===== config.mk =====
export PLATFORM = sky130hd
export DESIGN_NAME = integer_literal_parser
export DESIGN_NICKNAME = d
export VERILOG_FILES = /design/src/ilp_pkg.sv /design/src/integer_literal_parser.sv
export VERILOG_INCLUDE_DIRS = /design/src /design/src/src
export SDC_FILE = /design/constraint.sdc
export NUM_CORES = 1
export LEC_CHECK = 0
export BUFFER_PORTS_ARGS = -buffer_cell sky130_fd_sc_hd__buf_2
export CORE_MARGIN = 5
export CORE_UTILIZATION = 50
export CTS_CLUSTER_DIAMETER = 60
export DETAILED_ROUTE_END_ITERATION = 7
export PLACE_DENSITY = 0.68
export SYNTH_ARGS = -nofsm -noshare
export SYNTH_HDL_FRONTEND = slang
export SYNTH_SLANG_ARGS = --single-unit

===== constraint.sdc =====
create_clock -name clock -period 5 [get_ports clock]
set_input_delay 0.75 -clock clock [delete_from_list [all_inputs] [get_ports clock]]
set_output_delay 0.75 -clock clock [all_outputs]
set_load 0.02 [all_outputs]

===== src/integer_literal_parser_assert.svh =====
// assertion macros for the integer literal parser
`ifndef INTEGER_LITERAL_PARSER_ASSERT_SVH
`define INTEGER_LITERAL_PARSER_ASSERT_SVH

// same-cycle implication, checked outside reset
`define ILP_ASSERT_NOW(label, clk, rst, ante, cons) \
   label: assert property (@(posedge clk) disable iff (rst) (ante) |-> (cons)) \
      else $error("integer_literal_parser: same-cycle check failed");

// next-cycle implication, checked outside reset
`define ILP_ASSERT_NEXT(label, clk, rst, ante, cons) \
   label: assert property (@(posedge clk) disable iff (rst) (ante) |=> (cons)) \
      else $error("integer_literal_parser: next-cycle check failed");

`endif


===== src/ilp_pkg.sv =====
// shared types, phase codes and character helpers for the integer literal parser
package ilp_pkg;

   localparam int CHAR_W  = 8;
   localparam int VALUE_W = 32;

   typedef logic [CHAR_W-1:0]  char_type;
   typedef logic [VALUE_W-1:0] value_type;
   typedef logic [2:0]         phase_type;

   // parser phases
   localparam phase_type PH_LEAD     = 3'd0;
   localparam phase_type PH_SIGN     = 3'd1;
   localparam phase_type PH_ZERO     = 3'd2;
   localparam phase_type PH_HEXSTART = 3'd3;
   localparam phase_type PH_HEX      = 3'd4;
   localparam phase_type PH_OCT      = 3'd5;
   localparam phase_type PH_DEC      = 3'd6;
   localparam phase_type PH_TRAIL    = 3'd7;

   localparam char_type CHAR_TAB   = 8'h09;
   localparam char_type CHAR_SPACE = 8'h20;
   localparam char_type CHAR_PLUS  = 8'h2b;
   localparam char_type CHAR_MINUS = 8'h2d;
   localparam char_type CHAR_0     = 8'h30;
   localparam char_type CHAR_1     = 8'h31;
   localparam char_type CHAR_7     = 8'h37;
   localparam char_type CHAR_9     = 8'h39;
   localparam char_type CHAR_UA    = 8'h41;
   localparam char_type CHAR_UF    = 8'h46;
   localparam char_type CHAR_UX    = 8'h58;
   localparam char_type CHAR_LA    = 8'h61;
   localparam char_type CHAR_LF    = 8'h66;
   localparam char_type CHAR_LX    = 8'h78;

   typedef struct packed {
      logic       ok;
      logic [3:0] value;
   } hex_digit_type;

   function automatic logic is_blank(input char_type c);
      return (c == CHAR_SPACE) || (c == CHAR_TAB);
   endfunction

   function automatic hex_digit_type hex_digit(input char_type c);
      hex_digit_type h;
      h.ok    = 1'b1;
      h.value = c[3:0];
      if (c >= CHAR_0 && c <= CHAR_9) begin
         h.value = c[3:0];
      end else if ((c >= CHAR_LA && c <= CHAR_LF) || (c >= CHAR_UA && c <= CHAR_UF)) begin
         // 'a' and 'A' both have low nibble 1
         h.value = c[3:0] + 4'd9;
      end else begin
         h.ok = 1'b0;
      end
      return h;
   endfunction

endpackage


===== src/integer_literal_parser.sv =====
// result path: a field's last character is held in the input register, and its result is then
// registered in the result register and shown on rsp
// throughput: one character per cycle; input register, one step of logic, result register
// the step is a constant multiply-add on the 32-bit accumulator (shifts, two adds for decimal)
// a result held by rsp_tready low stalls the input register; an empty input register still loads
// reset: synchronous, active high; clears the parser to the leading-blank phase and empties both
`include "integer_literal_parser_assert.svh"

module integer_literal_parser
   import ilp_pkg::*;
(
   input  logic        clock,
   input  logic        reset,
   input  logic        req_tvalid,
   output logic        req_tready,
   input  logic [7:0]  req_tdata,   // [7:0] text_char
   input  logic        req_tlast,   // is_last
   output logic        rsp_tvalid,
   input  logic        rsp_tready,
   output logic [31:0] rsp_tdata,   // [31:0] number
   output logic [0:0]  rsp_tuser    // [0] valid_res
);

   // input register
   logic      s1_valid_ff, s1_valid_in;
   char_type  s1_char_ff;
   logic      s1_last_ff;

   // parser state
   phase_type phase_ff, phase_in;
   value_type acc_ff, acc_in;
   logic      neg_ff, neg_in;
   logic      failed_ff, failed_in;

   // result register
   logic      out_valid_ff, out_valid_in;
   value_type out_number_ff, out_number_in;
   logic      out_ok_ff, out_ok_in;

   logic      advance;
   logic      fail;
   logic      is_digit, is_octal, blank;
   hex_digit_type hd;
   phase_type step_phase;
   value_type step_acc;
   logic      step_neg;
   logic      step_failed;
   logic      ok_end;
   value_type signed_val;

   assign advance    = !out_valid_ff || rsp_tready;
   assign req_tready = !s1_valid_ff || advance;

   assign is_digit = (s1_char_ff >= CHAR_0) && (s1_char_ff <= CHAR_9);
   assign is_octal = (s1_char_ff >= CHAR_0) && (s1_char_ff <= CHAR_7);
   assign blank    = is_blank(s1_char_ff);
   assign hd       = hex_digit(s1_char_ff);

   always_comb begin
      step_phase = phase_ff;
      step_acc   = acc_ff;
      step_neg   = neg_ff;
      fail       = 1'b0;
      if (!failed_ff) begin
         unique case (phase_ff) inside
            PH_LEAD, PH_SIGN: begin
               if (phase_ff == PH_LEAD && blank) begin
                  step_phase = PH_LEAD;
               end else if (phase_ff == PH_LEAD && s1_char_ff == CHAR_MINUS) begin
                  step_neg   = 1'b1;
                  step_phase = PH_SIGN;
               end else if (phase_ff == PH_LEAD && s1_char_ff == CHAR_PLUS) begin
                  step_phase = PH_SIGN;
               end else if (s1_char_ff == CHAR_0) begin
                  step_phase = PH_ZERO;
               end else if (s1_char_ff >= CHAR_1 && s1_char_ff <= CHAR_9) begin
                  step_acc   = {{(VALUE_W-4){1'b0}}, s1_char_ff[3:0]};
                  step_phase = PH_DEC;
               end else begin
                  fail = 1'b1;
               end
            end
            PH_ZERO: begin
               if (s1_char_ff == CHAR_LX || s1_char_ff == CHAR_UX) begin
                  step_phase = PH_HEXSTART;
               end else if (is_octal) begin
                  step_acc   = {{(VALUE_W-4){1'b0}}, s1_char_ff[3:0]};
                  step_phase = PH_OCT;
               end else if (blank) begin
                  step_phase = PH_TRAIL;
               end else begin
                  fail = 1'b1;
               end
            end
            PH_HEXSTART, PH_HEX: begin
               if (hd.ok) begin
                  step_acc   = {acc_ff[VALUE_W-5:0], hd.value};
                  step_phase = PH_HEX;
               end else if (phase_ff == PH_HEX && blank) begin
                  step_phase = PH_TRAIL;
               end else begin
                  fail = 1'b1;
               end
            end
            PH_OCT: begin
               if (is_octal) begin
                  step_acc = {acc_ff[VALUE_W-4:0], s1_char_ff[2:0]};
               end else if (blank) begin
                  step_phase = PH_TRAIL;
               end else begin
                  fail = 1'b1;
               end
            end
            PH_DEC: begin
               if (is_digit) begin
                  // times ten as eight plus two
                  step_acc = {acc_ff[VALUE_W-4:0], 3'b000} + {acc_ff[VALUE_W-2:0], 1'b0}
                           + {{(VALUE_W-4){1'b0}}, s1_char_ff[3:0]};
               end else if (blank) begin
                  step_phase = PH_TRAIL;
               end else begin
                  fail = 1'b1;
               end
            end
            default: begin
               // trailing blanks only
               if (!blank) begin
                  fail = 1'b1;
               end
            end
         endcase
      end
      step_failed = failed_ff || fail;
   end

   assign ok_end = !step_failed && (step_phase == PH_ZERO || step_phase == PH_HEX ||
                                    step_phase == PH_OCT  || step_phase == PH_DEC ||
                                    step_phase == PH_TRAIL);
   assign signed_val = step_neg ? (~step_acc + value_type'(1)) : step_acc;

   always_comb begin
      s1_valid_in   = s1_valid_ff;
      phase_in      = phase_ff;
      acc_in        = acc_ff;
      neg_in        = neg_ff;
      failed_in     = failed_ff;
      out_valid_in  = out_valid_ff;
      out_number_in = out_number_ff;
      out_ok_in     = out_ok_ff;
      // the input register loads whenever it is free or moving on
      if (req_tready) begin
         s1_valid_in = req_tvalid;
      end
      if (advance) begin
         out_valid_in = s1_valid_ff && s1_last_ff;
         if (s1_valid_ff) begin
            if (s1_last_ff) begin
               out_number_in = ok_end ? signed_val : '0;
               out_ok_in     = ok_end;
               phase_in      = PH_LEAD;
               acc_in        = '0;
               neg_in        = 1'b0;
               failed_in     = 1'b0;
            end else begin
               phase_in  = step_phase;
               acc_in    = step_acc;
               neg_in    = step_neg;
               failed_in = step_failed;
            end
         end
      end
   end

   always_ff @(posedge clock) begin
      if (reset) begin
         s1_valid_ff  <= 1'b0;
         phase_ff     <= PH_LEAD;
         acc_ff       <= '0;
         neg_ff       <= 1'b0;
         failed_ff    <= 1'b0;
         out_valid_ff <= 1'b0;
      end else begin
         s1_valid_ff  <= s1_valid_in;
         phase_ff     <= phase_in;
         acc_ff       <= acc_in;
         neg_ff       <= neg_in;
         failed_ff    <= failed_in;
         out_valid_ff <= out_valid_in;
      end
   end

   always_ff @(posedge clock) begin
      if (req_tready) begin
         s1_char_ff <= req_tdata;
         s1_last_ff <= req_tlast;
      end
      out_number_ff <= out_number_in;
      out_ok_ff     <= out_ok_in;
   end

   assign rsp_tvalid   = out_valid_ff;
   assign rsp_tdata    = out_number_ff;
   assign rsp_tuser[0] = out_ok_ff;

   // a last character that moves on always leaves a result and a cleared parser
   `ILP_ASSERT_NEXT(a_last_gives_result, clock, reset,
      advance && s1_valid_ff && s1_last_ff, out_valid_ff && phase_ff == PH_LEAD)
   `ILP_ASSERT_NEXT(a_last_clears_state, clock, reset,
      advance && s1_valid_ff && s1_last_ff, acc_ff == '0 && !neg_ff && !failed_ff)
   // nothing builds up while still in leading blanks
   `ILP_ASSERT_NOW(a_lead_is_clean, clock, reset,
      phase_ff == PH_LEAD, acc_ff == '0 && !neg_ff)
   // a held input register never takes a new transfer
   `ILP_ASSERT_NOW(a_no_overrun, clock, reset,
      s1_valid_ff && !advance, !req_tready)

endmodule


==> results of run 1 <==
## worst max path at each step
| stage | end | slack, ns |
|---|---|---|
| finish | rsp_tdata[30] | 0.38 |
| global placement | rsp_tdata[31] | 0.54 |
| detailed placement | rsp_tdata[31] | 0.45 |
| global route | rsp_tdata[30] | 0.04 |
| CTS | rsp_tdata[30] | 0.42 |
| floorplan | rsp_tdata[31] | 0.62 |
## routing by layer
metal | wire length (um) | share of wire
met2 | 9660 | 0.40
met3 | 2680 | 0.11
met5 | 0 | 0
met4 | 499 | 0.021
met1 | 11100 | 0.46
## cell type report
type                       instances  area, sq um  area share
clock buffer                      13          283      0.0328
clock inverter                     3         21.3     0.00246
inverter                          19         71.3     0.00826
multi-input combinational        784         5450       0.631
sequential                        81         2040       0.237
tap                              211          264      0.0306
timing repair buffer              83          505      0.0586
## tightest hold or removal path: stages, from the launching register on
cell and delay [ns]:
sky130_fd_sc_hd__dfxtp_1 0.36, sky130_fd_sc_hd__a32oi_1 0.07, sky130_fd_sc_hd__nor2_1 0.07
## cells in the final DEF, fill, tap and decap left out, types with 5 or more instances in the layout
| cell type | Yosys | routed |
|---|---|---|
| sky130_fd_sc_hd__edfxtp_1 | 42 | 42 |
| sky130_fd_sc_hd__nor3_1 | 18 | 18 |
| sky130_fd_sc_hd__ha_1 | 63 | 63 |
| sky130_fd_sc_hd__buf_4 | 0 | 36 |
| sky130_fd_sc_hd__a221o_1 | 8 | 8 |
| sky130_fd_sc_hd__xor2_1 | 21 | 21 |
| sky130_fd_sc_hd__o211a_1 | 6 | 6 |
| sky130_fd_sc_hd__mux2_2 | 5 | 5 |
| sky130_fd_sc_hd__nor2b_1 | 5 | 5 |
| sky130_fd_sc_hd__o2bb2ai_1 | 5 | 5 |
| sky130_fd_sc_hd__inv_1 | 19 | 19 |
| sky130_fd_sc_hd__a31oi_1 | 23 | 23 |
| sky130_fd_sc_hd__o22ai_1 | 5 | 5 |
| sky130_fd_sc_hd__a22oi_1 | 36 | 36 |
| sky130_fd_sc_hd__o211ai_1 | 8 | 8 |
| sky130_fd_sc_hd__a21boi_0 | 5 | 5 |
| sky130_fd_sc_hd__nand3_1 | 18 | 18 |
| sky130_fd_sc_hd__nand2_1 | 55 | 55 |
| sky130_fd_sc_hd__a221oi_1 | 11 | 11 |
| sky130_fd_sc_hd__a211oi_1 | 13 | 13 |
| sky130_fd_sc_hd__clkbuf_16 | 0 | 11 |
| sky130_fd_sc_hd__o21ai_0 | 50 | 50 |
| sky130_fd_sc_hd__a21oi_1 | 72 | 72 |
| sky130_fd_sc_hd__a21o_1 | 17 | 17 |
| sky130_fd_sc_hd__buf_2 | 16 | 47 |
| sky130_fd_sc_hd__o31ai_1 | 5 | 5 |
| sky130_fd_sc_hd__or3_1 | 7 | 7 |
| sky130_fd_sc_hd__xnor2_1 | 26 | 26 |
| sky130_fd_sc_hd__nand4_1 | 17 | 17 |
| sky130_fd_sc_hd__nand2b_1 | 8 | 8 |
| sky130_fd_sc_hd__nor4_1 | 9 | 9 |
| sky130_fd_sc_hd__and2_1 | 7 | 7 |
| sky130_fd_sc_hd__nor2_1 | 141 | 141 |
| sky130_fd_sc_hd__mux2i_1 | 6 | 6 |
| sky130_fd_sc_hd__o21a_1 | 7 | 7 |
| sky130_fd_sc_hd__dfxtp_1 | 39 | 39 |
| sky130_fd_sc_hd__and3_1 | 9 | 9 |
## power groups by stage
stage | logic, mW | clock network, mW | registers, mW
3_5_place_dp | 0.171 | 0 | 0.736
6_report | 0.176 | 0.678 | 0.721
3_3_place_gp | 0.172 | 0 | 0.735
2_1_floorplan | 0.108 | 0 | 0.747
4_1_cts | 0.172 | 0.681 | 0.721
5_1_grt | 0.187 | 0.709 | 0.723
## cell families (layout without fill, tap and decap cells)
| family | Yosys count | count (layout) | share of synthesized area |
|---|---|---|---|
| adders and majority gates | 65 | 65 | 0.106 |
| xor gates and xnor gates | 47 | 47 | 0.0527 |
| DFF | 81 | 81 | 0.261 |
| AOI/OAI and AO/OA | 330 | 330 | 0.304 |
| buffers and inverters | 78 | 118 | 0.0439 |
| muxes | 11 | 11 | 0.0149 |
| and+or+nand+nor | 331 | 331 | 0.217 |
## state kept, by name, summed over array words and instances, names as in the netlist
signal,cells
s1_last_ff,1
rsp_tvalid,1
phase_ff,3
rsp_tuser,1
acc_ff,32
s1_valid_ff,1
neg_ff,1
failed_ff,1
rsp_tdata,32
s1_char_ff,8
## per-stage QoR
stage	instances	hold slack [ns]	setup slack, ns	util
5_1_grt	1194	0.560	0.0370	0.566
6_report	1194	0.536	0.379	0.566
4_1_cts	1194	0.534	0.419	0.566
3_5_place_dp	1178	0.519	0.446	0.546
2_1_floorplan	943	0.476	0.620	-
3_3_place_gp	1178	0.504	0.538	0.546
## repair_timing
item | in CTS | in global routing
buffers inserted | 0 | 0
endpoints found under the setup margin | 0 | 1
hold endpoints to repair | 0 | 0
==> run summary, run 1 <==
In this run, synthesis produced a sequential element count of 81. The run gives 45 as the number of placement rows. The clock net sink count was 81. The post-route antenna net violation count is 0. The run gives 216 MHz as the maximum clock frequency. Part of the cycle the worst path needs: 0.924. By area the synthesized netlist is led by sky130_fd_sc_hd__edfxtp_1 16%, sky130_fd_sc_hd__ha_1 10%, sky130_fd_sc_hd__dfxtp_1 10%, sky130_fd_sc_hd__nor2_1 6.8%, sky130_fd_sc_hd__a21oi_1 4.6%. The combinational group share of total power is 0.111, and the power density over the cells is 182 mW/mm^2. Traced cell by cell, the critical path runs through inv_1, fa_1, inv_1, ha_1, a21o_1, and4_1, o211ai_1, a21oi_1, or3_1, a31oi_1, nand4_2, nor4_4, a31oi_1, xor2_1, nor2_1. For the starting density of the core, the log shows 0.512. The cell area that synthesis handed to floorplanning was 0.00781 sq mm. The final number of max-transition violations is 0, and the area added between synthesis and finish is 10.5%. The first global-routing pass estimated 37.1 mm of wire.

The tools report the reg-to-reg startpoint as acc_ff[2]. The run gives 0.0182 sq mm as the area of the die. The tool flagged a number of max-cap violations equal to 0.

The met1 capacity usage during global routing was 0.402. For this run, the detailed router's first-pass iteration total came to 5. The final hold violation count is 0.

The worst-case IR drop observed on VDD is 0.000158 V. The sequential share of power is 0.458, and the number of port buffers is 47. Along the worst hold path, the cell count comes to 2. Using the TritonRoute via totals, the vias-per-cell ratio works out to 6.50.

Yosys printed 0 warnings. The run gives 0.261 as the proportion of synthesized chip area in sequential cells. Category of the most critical setup path: flip-flop to flip-flop.

Cell internal power was estimated by the tool at 1.16 mW. The number of vias after detailed routing was 7756; the starting DRC count in detailed routing was 1038. The most used flip-flop cell after synthesis is sky130_fd_sc_hd__edfxtp_1. STA classifies the critical path startpoint as a flip-flop. Total buffers and inverters traversed by the critical path: 2. The final number of setup-violating endpoints came out at 0. The layer carrying the most global-route usage is met1. The clock period could shrink to 4.62 ns. The share of cells above drive strength 1 came out at 0.145. Register clock-pin slew on the reported worst setup and hold paths: 0.07 ns. The clock tree root driver cell is sky130_fd_sc_hd__clkbuf_16. The tools report the global routing usage summed across all routing layers as 0.257.

The run finished with clean final reports. Among all stages on the critical path, the largest delay is contributed by sky130_fd_sc_hd__nor4_4. The die is 135 um tall.

For this run, the slowest stage of the critical path takes 0.55 ns. The path with the worst hold slack has its endpoint at acc_ff[31]. sky130_fd_sc_hd__nor2_1 is the most common cell in the netlist. The mean routed wirelength per cell was 20.1 um. In this run the power spent charging and discharging nets is 0.411 mW. Count of flip-flops with a built-in enable after synthesis: 42. For this design the static power due to leakage is 3.37 nW. The fraction of post-synthesis cell area in the top cell type by area came out at 0.161. The critical-path maximum fanout was 7.

The setup skew after layout was 0.0138 ns. The number of global-route vias before repair was 6561; the aggregate global routing overflow was 0. For the final routed database, the setup TNS stands at 0 ns. The placed instances occupy a cell area of 0.00833 sq mm.

The placeable core area is 0.0153 sq mm, and the proportion of synthesized flip-flops having asynchronous set or reset is 0. The net count after synthesis came out at 1021. In this run the critical register-to-register path is captured at rsp_tdata[30]. At the end of routability-driven placement, the weighted congestion stood at 0.978. Remaining routing DRC violations: 0. TritonCTS built the clock tree. The fraction of met2 tracks used by global routing was 0.357; the unique cell type count in the Yosys netlist was 89. Buffers inserted to repair hold after CTS numbered 0. The logic depth of the worst register-to-register path works out to 15. The final layout contains 1056 nets.

The synthesized instance count was 943. Tracing the worst setup path back leads to its startpoint at acc_ff[2]. sky130_fd_sc_hd__edfxtp_1 takes more of the synthesized area than any other cell. Entering global routing, the biggest net connects 38 pins. The floorplan step set the die width to 135 um.

The endpoint required time on the critical path was 5.09 ns; the number of levels in the clock H-tree was 3. Setup repair after global routing left no endpoint under its margin. For the global-route track usage on met3, the log shows 0.0492. With fillers left out, the area of the finished cells amounts to 0.00863 sq mm. Mean cell area of the mapped netlist: 8.28 sq um. The worst slew margin relative to its limit was 0.316.

The family of cells with the greatest summed delay on the critical path is simple AND/OR/NAND/NOR gates. The total design power is 1.58 mW. In this run the most critical hold path is launched from acc_ff[31]. The switching share of power was 0.261; the initial antenna violation count was 0.

The insertion delay of the later-clocked pin in the worst-skew pair was 0.35 ns. The type of destination of the critical path was a flip-flop. The wire-length estimate of the detail-placed layout is 18.0 mm. For the number of top-level design ports, the log shows 48.

The repair_antennas step left the layout with diodes totalling 0. The clock passes through at most 2 buffers. The count of cell instances traversed by the critical path came out at 15. The classification of the worst-slack hold path was flip-flop to flip-flop.

For the worst setup path, the data arrival time is 4.71 ns. The part of the total power dissipated in the clock network came out at 0.431. The commonest cells after synthesis are 141 x sky130_fd_sc_hd__nor2_1, 72 x sky130_fd_sc_hd__a21oi_1, 63 x sky130_fd_sc_hd__ha_1. Across all register-to-register paths, the minimum setup slack is 0.38 ns.

For the pin with the worst max-slew slack, the measured transition is 1.02 ns. Gates resized during post-CTS repair numbered 0. The number of clock buffers added by TritonCTS is 9.

The final layout contains routed wiring with a total length of 24.0 mm. For the final-layout fill cell count, the log shows 1427.
Power figures use the tool's default switching activity.
==> run 2: changes to the inputs <==
Settings changed: CORE_UTILIZATION 50 to 30, PLACE_DENSITY 0.68 to default.
==> run 2 against run 1 <==
Net effect: via count down 0.50%; sequential cell count did not move; register-to-register slack improved by 0.07 ns; clock-buffer cell count is 3 lower; sequential power about the same; largest power group unchanged.
==> run summary, run 2 (synthesis gave the netlist of run 1 again) <==
For the placeable core area, the log shows 0.0258 sq mm (was 0.0153 sq mm). The initial antenna violation count is 0 (unchanged). Clock tree root driver cell: sky130_fd_sc_hd__clkbuf_16 (unchanged). The cell area after placement is 0.00848 sq mm (was 0.00833 sq mm), and the clock tree buffer depth is 2 (unchanged). The run finished with clean final reports. The remaining routing DRC violations came out at 0 (unchanged). The maximum single-stage delay on the critical path is 0.51 ns (was 0.55 ns). Setup repair after global routing left no endpoint under its margin.

The most common library cell in the layout ignoring fill and taps was sky130_fd_sc_hd__nor2_1 (unchanged). The cell area after layout is 0.00879 sq mm (was 0.00863 sq mm), and the final hold violation count is 0 (unchanged). For the length of the first detailed-routing pass in iterations, the log shows 5 (unchanged). The data arrival time at the worst-slack endpoint is 4.63 ns (was 4.71 ns), and the worst slew margin relative to its limit is 0.303 (was 0.316). First-pass GRT wire length: 38.8 mm (was 37.1 mm). The post-CTS resize count is 0 (unchanged).

Part of the cycle the worst path needs: 0.910 (was 0.924). The vias per cell is 5.85 (was 6.50), and the actual transition at the worst max-transition pin is 1.04 ns (was 1.02 ns). For the final HPWL from detailed placement, the log shows 18.7 mm (was 18.0 mm).

The power density over the cells came out at 180 mW/mm^2 (was 182 mW/mm^2). The largest vdd supply drop was 0.000123 V (was 0.000158 V). Most used cells in the layout excluding fill and tap cells: 141 x sky130_fd_sc_hd__nor2_1, 72 x sky130_fd_sc_hd__a21oi_1, 63 x sky130_fd_sc_hd__ha_1 (unchanged).

The endpoint required time on the critical path is 5.08 ns (was 5.09 ns). The number of levels in the clock H-tree is 3 (unchanged). The number of vias after detailed routing was 7717 (was 7756).

The run gives 1057 (was 1056) as the count of nets after finishing. The run gives 6983 (was 6561) as the number of global-route vias before repair. Register clock-pin slew on the reported worst setup and hold paths: 0.07 ns (about the same). The area of the die was 0.0294 sq mm (was 0.0182 sq mm); the maximum clock frequency was 220 MHz (was 216 MHz). The category of the most critical setup path was flip-flop to flip-flop (unchanged).

The number of placement rows is 59 (was 45). The tools report the max-capacitance violation count as 0 (unchanged). The mean routed wirelength per cell was 18.6 um (was 20.1 um). For the total design power, the log shows 1.58 mW (about the same). Register-to-register setup slack: 0.45 ns (was 0.38 ns).

The final hold slack is 0.544 ns (was 0.536 ns). The reported leakage power was 3.37 nW (about the same); the share of cells above drive strength 1 was 0.147 (was 0.145). The tools report the insertion delay of the later-clocked pin in the worst-skew pair as 0.34 ns (was 0.35 ns). In this design, the critical path's most frequently occurring cell is sky130_fd_sc_hd__buf_4. Number of port buffers: 47 (unchanged).

The logs give 0 (unchanged) for the final number of max-transition violations and 0.302 (was 0.512) for the starting density of the core. The run gives 9 (unchanged) as the TritonCTS buffer count. The antenna diode count is 0 (unchanged). The setup skew after layout was 0.00670 ns (was 0.0138 ns); the number of top-level design ports was 48 (unchanged). TritonCTS built the clock tree. Worst-path cell chain: inv_1, ha_1, o21bai_1, a21oi_2, buf_4, a21boi_0, nor3_1, o221ai_1, a211oi_1, nand4_2, nor4_4, buf_4, a41oi_1, xor2_1, nor2_2 (was inv_1, fa_1, inv_1, ha_1, a21o_1, and4_1, o211ai_1, a21oi_1, or3_1, a31oi_1, nand4_2, nor4_4, a31oi_1, xor2_1, nor2_1).

The tools report the type of destination of the critical path as a flip-flop (unchanged). The run gives 0 (unchanged) as the final number of setup-violating endpoints. The total routed wirelength is 24.5 mm (was 24.0 mm). The tools report the pin count of the biggest net entering global routing as 38 (unchanged). The horizontal extent of the die was 171 um (was 135 um). The critical path startpoint category is a flip-flop (unchanged). The tools report the aggregate global routing overflow as 0 (unchanged). Classification of the worst-slack hold path: flip-flop to flip-flop (unchanged). The weighted congestion reported at the end of routability-driven placement is 0.954 (was 0.978).

The minimum clock period after layout works out to 4.55 ns (was 4.62 ns). The critical-path maximum fanout came out at 11 (was 7). The slowest library cell on the worst path was sky130_fd_sc_hd__nor3_1 (was sky130_fd_sc_hd__nor4_4). For the starting DRC count in detailed routing, the log shows 736 (was 1038).

Global routing usage summed across all routing layers: 0.163 (was 0.257). The quantity of hold-fixing buffers added after cts is 0 (unchanged), and the die extent in y is 171 um (was 135 um). The tools report the summed negative setup slack over all endpoints as 0 ns (unchanged). The post-route antenna net violation count was 0 (unchanged); the clock net sink count was 81 (unchanged). The area added between synthesis and finish works out to 12.5% (was 10.5%). The tools report the number of buffers added for setup after CTS as 0 (unchanged).
-- run 2: stage by stage --
step	worst slack [ns]	cells	util
2_1_floorplan	0.620	943	-
3_3_place_gp	0.505	1301	0.328
3_5_place_dp	0.398	1301	0.328
4_1_cts	0.373	1317	0.340
5_1_grt	0.0494	1319	0.340
6_report	0.448	1319	0.340
-- run 2: cell type report --
type                    instances  area (sq um)
multi-input cells             784          5450
inverters                      19          71.3
clock inverters                 6          67.6
clock buffers                  10           229
fillers                      2666         17100
repair buffers                 84           513
well taps                     335           419
flip-flops and latches         81          2040
-- run 2: per-layer routing --
layer | wire, um | track usage | share of wire
met4 | 784 | 0.0589 | 0.032
met5 | 0 | 0 | 0
met3 | 1500 | 0.0170 | 0.061
met1 | 11600 | 0.235 | 0.47
met2 | 10600 | 0.253 | 0.43
-- run 2: final timing paths --
| kind | from | cells after the start | to |
|---|---|---|---|
| max | s1_char_ff[1] | 15 | rsp_tdata[31] |
| min | acc_ff[31] | 2 | acc_ff[31] |
| max reg2reg | s1_char_ff[1] | 15 | rsp_tdata[31] |
| min reg2reg | acc_ff[31] | 2 | acc_ff[31] |
-- run 2: critical path, delay by kind of cell (launching register included) --
kind                       cells  cell delay, ns
AOI/OAI and AO/OA              6            1.66
and+or+nand+nor                4            1.09
buffers and inverters          3            0.58
DFF                            1            0.47
adders and majority gates      1            0.29
xor gates and xnor gates       1            0.20
-- run 2: report_power, final --
| group | internal [mW] | total (mW) | switching (mW) | leakage [nW] |
|---|---|---|---|---|
| sequential | 0.711 | 0.722 | 0.0103 | 0.684 |
| combinational | 0.0570 | 0.178 | 0.121 | 2.54 |
| clock | 0.389 | 0.684 | 0.294 | 0.139 |
| total | 1.16 | 1.58 | 0.426 | 3.37 |
==> run 3: changes to the inputs <==
Settings changed: ABC_AREA from default to 1, CAP_MARGIN from default to 20.
Clock period 5 ns to 4.15 ns, I/O delays scaled along.
==> run 3 against run 2 <==
Net effect: sequential share of layout area down 2.2 points; maximum frequency up 21%; power up 21%; combinational power up 57%; via count up 18%; sequential cell count unchanged; area after synthesis up 13%; largest power group unchanged.
==> run summary, run 3 <==
The run gives 0 (unchanged) as the final number of max-transition violations. The logic depth of the worst register-to-register path was 21 (was 15). The area of the die was 0.0329 sq mm (was 0.0294 sq mm). The tools report the reg-to-reg startpoint as s1_char_ff[0] (was s1_char_ff[1]). The pin count of the biggest net entering global routing is 38 (unchanged), and the mean cell area of the mapped netlist is 6.16 sq um (was 8.28 sq um). The tools report the post-synth design cell area as 0.00881 sq mm (was 0.00781 sq mm).

The insertion delay of the later-clocked pin in the worst-skew pair came out at 0.34 ns (about the same). The most common library cell in the layout ignoring fill and taps was sky130_fd_sc_hd__nand2_1 (was sky130_fd_sc_hd__nor2_1). The remaining routing DRC violations is 0 (unchanged), and the number of levels in the clock H-tree is 3 (unchanged). The power density over the cells was 197 mW/mm^2 (was 180 mW/mm^2). The final-layout fill cell count came out at 3236 (was 2666).

First-pass GRT wire length: 43.5 mm (was 38.8 mm). The tools report the number of top-level design ports as 48 (unchanged). The final hold violation count is 0 (unchanged), and the placeable core area is 0.0289 sq mm (was 0.0258 sq mm). Setup repair after global routing left no endpoint under its margin. The biggest area consumer among synthesized cells is sky130_fd_sc_hd__nand2_1 (was sky130_fd_sc_hd__edfxtp_1). Total routed wirelength: 26.3 mm (was 24.5 mm). The number of global-route vias before repair is 8473 (was 6983), and the quantity of hold-fixing buffers added after cts is 0 (unchanged). The family of cells with the greatest summed delay on the critical path was simple AND/OR/NAND/NOR gates (was compound AO/OA/AOI/OAI gates). Commonest cells in the synthesized netlist: 489 x sky130_fd_sc_hd__nand2_1, 181 x sky130_fd_sc_hd__inv_1, 121 x sky130_fd_sc_hd__nor2_1 (was 141 x sky130_fd_sc_hd__nor2_1, 72 x sky130_fd_sc_hd__a21oi_1, 63 x sky130_fd_sc_hd__ha_1). The synthesized instance count was 1431 (was 943). The synthesis warning total is 0 (unchanged), and the horizontal extent of the die is 181 um (was 171 um).

The global routing usage summed across all routing layers was 0.159 (was 0.163); the total buffers and inverters traversed by the critical path was 3 (unchanged). The instance count along the most critical hold path came out at 1 (was 2). The post-route antenna net violation count is 0 (unchanged). Share of cells above drive strength 1: 0.115 (was 0.147). The run gives 1856 (was 1319) as the non-filler instance count after layout.

The run gives 1.92 mW (was 1.58 mW) as the total design power. The vias per cell is 4.91 (was 5.85). The classification of the worst-slack hold path is input port to flip-flop (was flip-flop to flip-flop).

The logs give 836 (was 736) for the starting DRC count in detailed routing and 1839 (was 1301) for the total instance count after detailed placement. Register-to-register setup slack: 0.38 ns (was 0.45 ns). The number of placement rows is 62 (was 59), and the number of flip-flops and latches in the synthesized netlist is 81 (unchanged). The fraction of post-synthesis cell area in the top cell type by area came out at 0.208 (was 0.161). TritonCTS built the clock tree.

The initial antenna violation count is 0 (unchanged). The number of port buffers was 47 (unchanged); the combined area of the multi-input logic cells was 0.00579 sq mm (was 0.00545 sq mm). The net count after synthesis came out at 1509 (was 1021). The run finished with clean final reports. Proportion of synthesized chip area in sequential cells: 0.232 (was 0.261). The leading cell type by number of instances after synthesis is sky130_fd_sc_hd__nand2_1 (was sky130_fd_sc_hd__nor2_1). The clock net sink count is 81 (unchanged).

The type of destination of the critical path was a flip-flop (unchanged). For the clock tree buffer depth, the log shows 2 (unchanged). The most used flip-flop cell after synthesis is sky130_fd_sc_hd__edfxtp_1 (unchanged). The tools report the count of nets after finishing as 1545 (was 1057).

The final HPWL from detailed placement was 21.0 mm (was 18.7 mm); the setup skew after layout was 0.00514 ns (was 0.00670 ns). The critical-path maximum fanout is 12 (was 11). Starting density of the core: 0.305 (was 0.302). The area added between synthesis and finish came out at 10.3% (was 12.5%).

The minimum clock period after layout is 3.77 ns (was 4.55 ns), and the weighted congestion reported at the end of routability-driven placement is 0.922 (was 0.954). The register clock-pin slew on the reported worst setup and hold paths came out at 0.06 ns (was 0.07 ns). The proportion of synthesized flip-flops having asynchronous set or reset is 0 (unchanged), and the final number of setup-violating endpoints is 0 (unchanged). For the reported leakage power, the log shows 4.82 nW (was 3.37 nW). End of the worst register-to-register path: rsp_tdata[25] (was rsp_tdata[31]). The tools report the cell area after placement as 0.00942 sq mm (was 0.00848 sq mm). Post-CTS resize count: 0 (unchanged). The startpoint of the tightest hold check path is req_tdata[1] (was acc_ff[31]). Cell area after layout: 0.00972 sq mm (was 0.00879 sq mm).

Category of the most critical setup path: flip-flop to flip-flop (unchanged). The die extent in y is 181 um (was 171 um). The actual transition at the worst max-transition pin came out at 1.01 ns (was 1.04 ns). The most frequent cell on the critical path was sky130_fd_sc_hd__nand2_1 (was sky130_fd_sc_hd__buf_4).

The tools report the aggregate global routing overflow as 0 (unchanged). The slowest library cell on the worst path was sky130_fd_sc_hd__edfxtp_1 (was sky130_fd_sc_hd__nor3_1). The endpoint of the worst hold-timing path is s1_char_ff[1] (was acc_ff[31]). The run gives 9 (unchanged) as the TritonCTS buffer count.

The antenna diode count is 0 (unchanged), and the register area is 0.00204 sq mm (unchanged). Max-capacitance violation count: 0 (unchanged). Clock tree root driver cell: sky130_fd_sc_hd__clkbuf_16 (unchanged). For the unique cell type count in the Yosys netlist, the log shows 53 (was 89). Worst-path cell chain: inv_1, ha_1, inv_1, nand2_1, nand2_1, nand2_2, nand2_4, nand2_4, nand2_1, nor2_2, nand3_2, nand2_1, nand2_1, nor2_2, inv_1, nor2_1, nand4_1, nand2_1, nand3_1, nand2_1, nor2_1 (was inv_1, ha_1, o21bai_1, a21oi_2, buf_4, a21boi_0, nor3_1, o221ai_1, a211oi_1, nand4_2, nor4_4, buf_4, a41oi_1, xor2_1, nor2_2). Mean routed wirelength per cell: 14.2 um (was 18.6 um).

The final hold slack came out at 0.452 ns (was 0.544 ns). The critical path startpoint category is a flip-flop (unchanged). Number of buffers added for setup after CTS: 0 (unchanged). The tools report the worst slew margin relative to its limit as 0.320 (was 0.303). The maximum single-stage delay on the critical path came out at 0.47 ns (was 0.51 ns). Cell types with the largest area share after synthesis: sky130_fd_sc_hd__nand2_1 21%, sky130_fd_sc_hd__edfxtp_1 14%, sky130_fd_sc_hd__ha_1 8.9%, sky130_fd_sc_hd__dfxtp_1 8.9%, sky130_fd_sc_hd__inv_1 7.7% (was sky130_fd_sc_hd__edfxtp_1 16%, sky130_fd_sc_hd__ha_1 10%, sky130_fd_sc_hd__dfxtp_1 10%, sky130_fd_sc_hd__nor2_1 6.8%, sky130_fd_sc_hd__a21oi_1 4.6%). The endpoint required time on the critical path came out at 4.25 ns (was 5.08 ns).

The run gives 6 (was 5) as the length of the first detailed-routing pass in iterations. For the number of vias after detailed routing, the log shows 9111 (was 7717). The run gives 265 MHz (was 220 MHz) as the maximum clock frequency.

Most used cells in the layout excluding fill and tap cells: 489 x sky130_fd_sc_hd__nand2_1, 181 x sky130_fd_sc_hd__inv_1, 120 x sky130_fd_sc_hd__nor2_1 (was 141 x sky130_fd_sc_hd__nor2_1, 72 x sky130_fd_sc_hd__a21oi_1, 63 x sky130_fd_sc_hd__ha_1). The part of the cycle the worst path needs was 0.909 (was 0.910). The count of flip-flops with a built-in enable after synthesis is 42 (unchanged), and the data arrival time at the worst-slack endpoint is 3.88 ns (was 4.63 ns). The summed negative setup slack over all endpoints is 0 ns (unchanged).

The largest vdd supply drop is 0.000184 V (was 0.000123 V).
run 3: cell count changes after synthesis, moves of 21 or more:
cell,previous run,this run
sky130_fd_sc_hd__a21oi_1,72,101
sky130_fd_sc_hd__a22oi_1,36,9
sky130_fd_sc_hd__a31oi_1,23,2
sky130_fd_sc_hd__clkbuf_1,38,14
sky130_fd_sc_hd__inv_1,19,181
sky130_fd_sc_hd__nand2_1,55,489
sky130_fd_sc_hd__nand3_1,18,118
sky130_fd_sc_hd__xnor2_1,26,1
run 3: logic make-up (layout without fill, tap and decap cells):
| logic type | count (synthesis) | in the layout | share of synthesized area |
|---|---|---|---|
| flops | 81 | 81 | 0.232 |
| xor+xnor | 5 | 5 | 0.00497 |
| fa+ha+maj | 65 | 65 | 0.0940 |
| buf+inv | 244 | 285 | 0.112 |
| simple gates | 833 | 833 | 0.426 |
| compound gates | 203 | 203 | 0.131 |
run 3: routing by layer:
| layer | vias up | GRT usage | part of all wire |
|---|---|---|---|
| met2 | 295 | 0.260 | 0.46 |
| met1 | 4094 | 0.225 | 0.46 |
| li1 | 4695 | - | - |
| met5 | - | 0 | 0 |
| met3 | 27 | 0.0209 | 0.069 |
| met4 | 0 | 0.0309 | 0.014 |
run 3: area by class of cell:
cell class	instances	share of cell area
flip-flops and latches	81	0.210
clock inverters	4	0.00270
well taps	384	0.0494
clock buffers	12	0.0264
multi-input cells	1106	0.596
repair buffers	57	0.0332
inverters	212	0.0823
run 3: report_power, final:
part           switching [mW]  leakage (nW)  internal [mW]  total (mW)
Combinational           0.200          3.99         0.0800       0.280
Sequential             0.0130         0.691          0.858       0.871
Clock                   0.327         0.135          0.438       0.764
Total                   0.540          4.82           1.38        1.92
run 3: how the worst max path moves through the flow:
stage	from	to	slack (ns)	depth (start not counted)
final	s1_char_ff[0]	rsp_tdata[25]	0.38	21
after global routing	s1_char_ff[3]	rsp_tdata[25]	0.02	22
after CTS	s1_char_ff[3]	rsp_tdata[25]	0.39	22
after detailed placement	s1_char_ff[3]	rsp_tdata[25]	0.41	22
after global placement	acc_ff[12]	rsp_tdata[31]	0.50	21
after floorplan	s1_char_ff[3]	rsp_tdata[31]	0.84	25
run 3: metrics by stage:
| step | setup slack (ns) | util |
|---|---|---|
| after detailed placement | 0.408 | 0.326 |
| final | 0.377 | 0.337 |
| after global routing | 0.0227 | 0.337 |
| after CTS | 0.393 | 0.336 |
| after floorplan | 0.839 | - |
| after global placement | 0.503 | 0.326 |
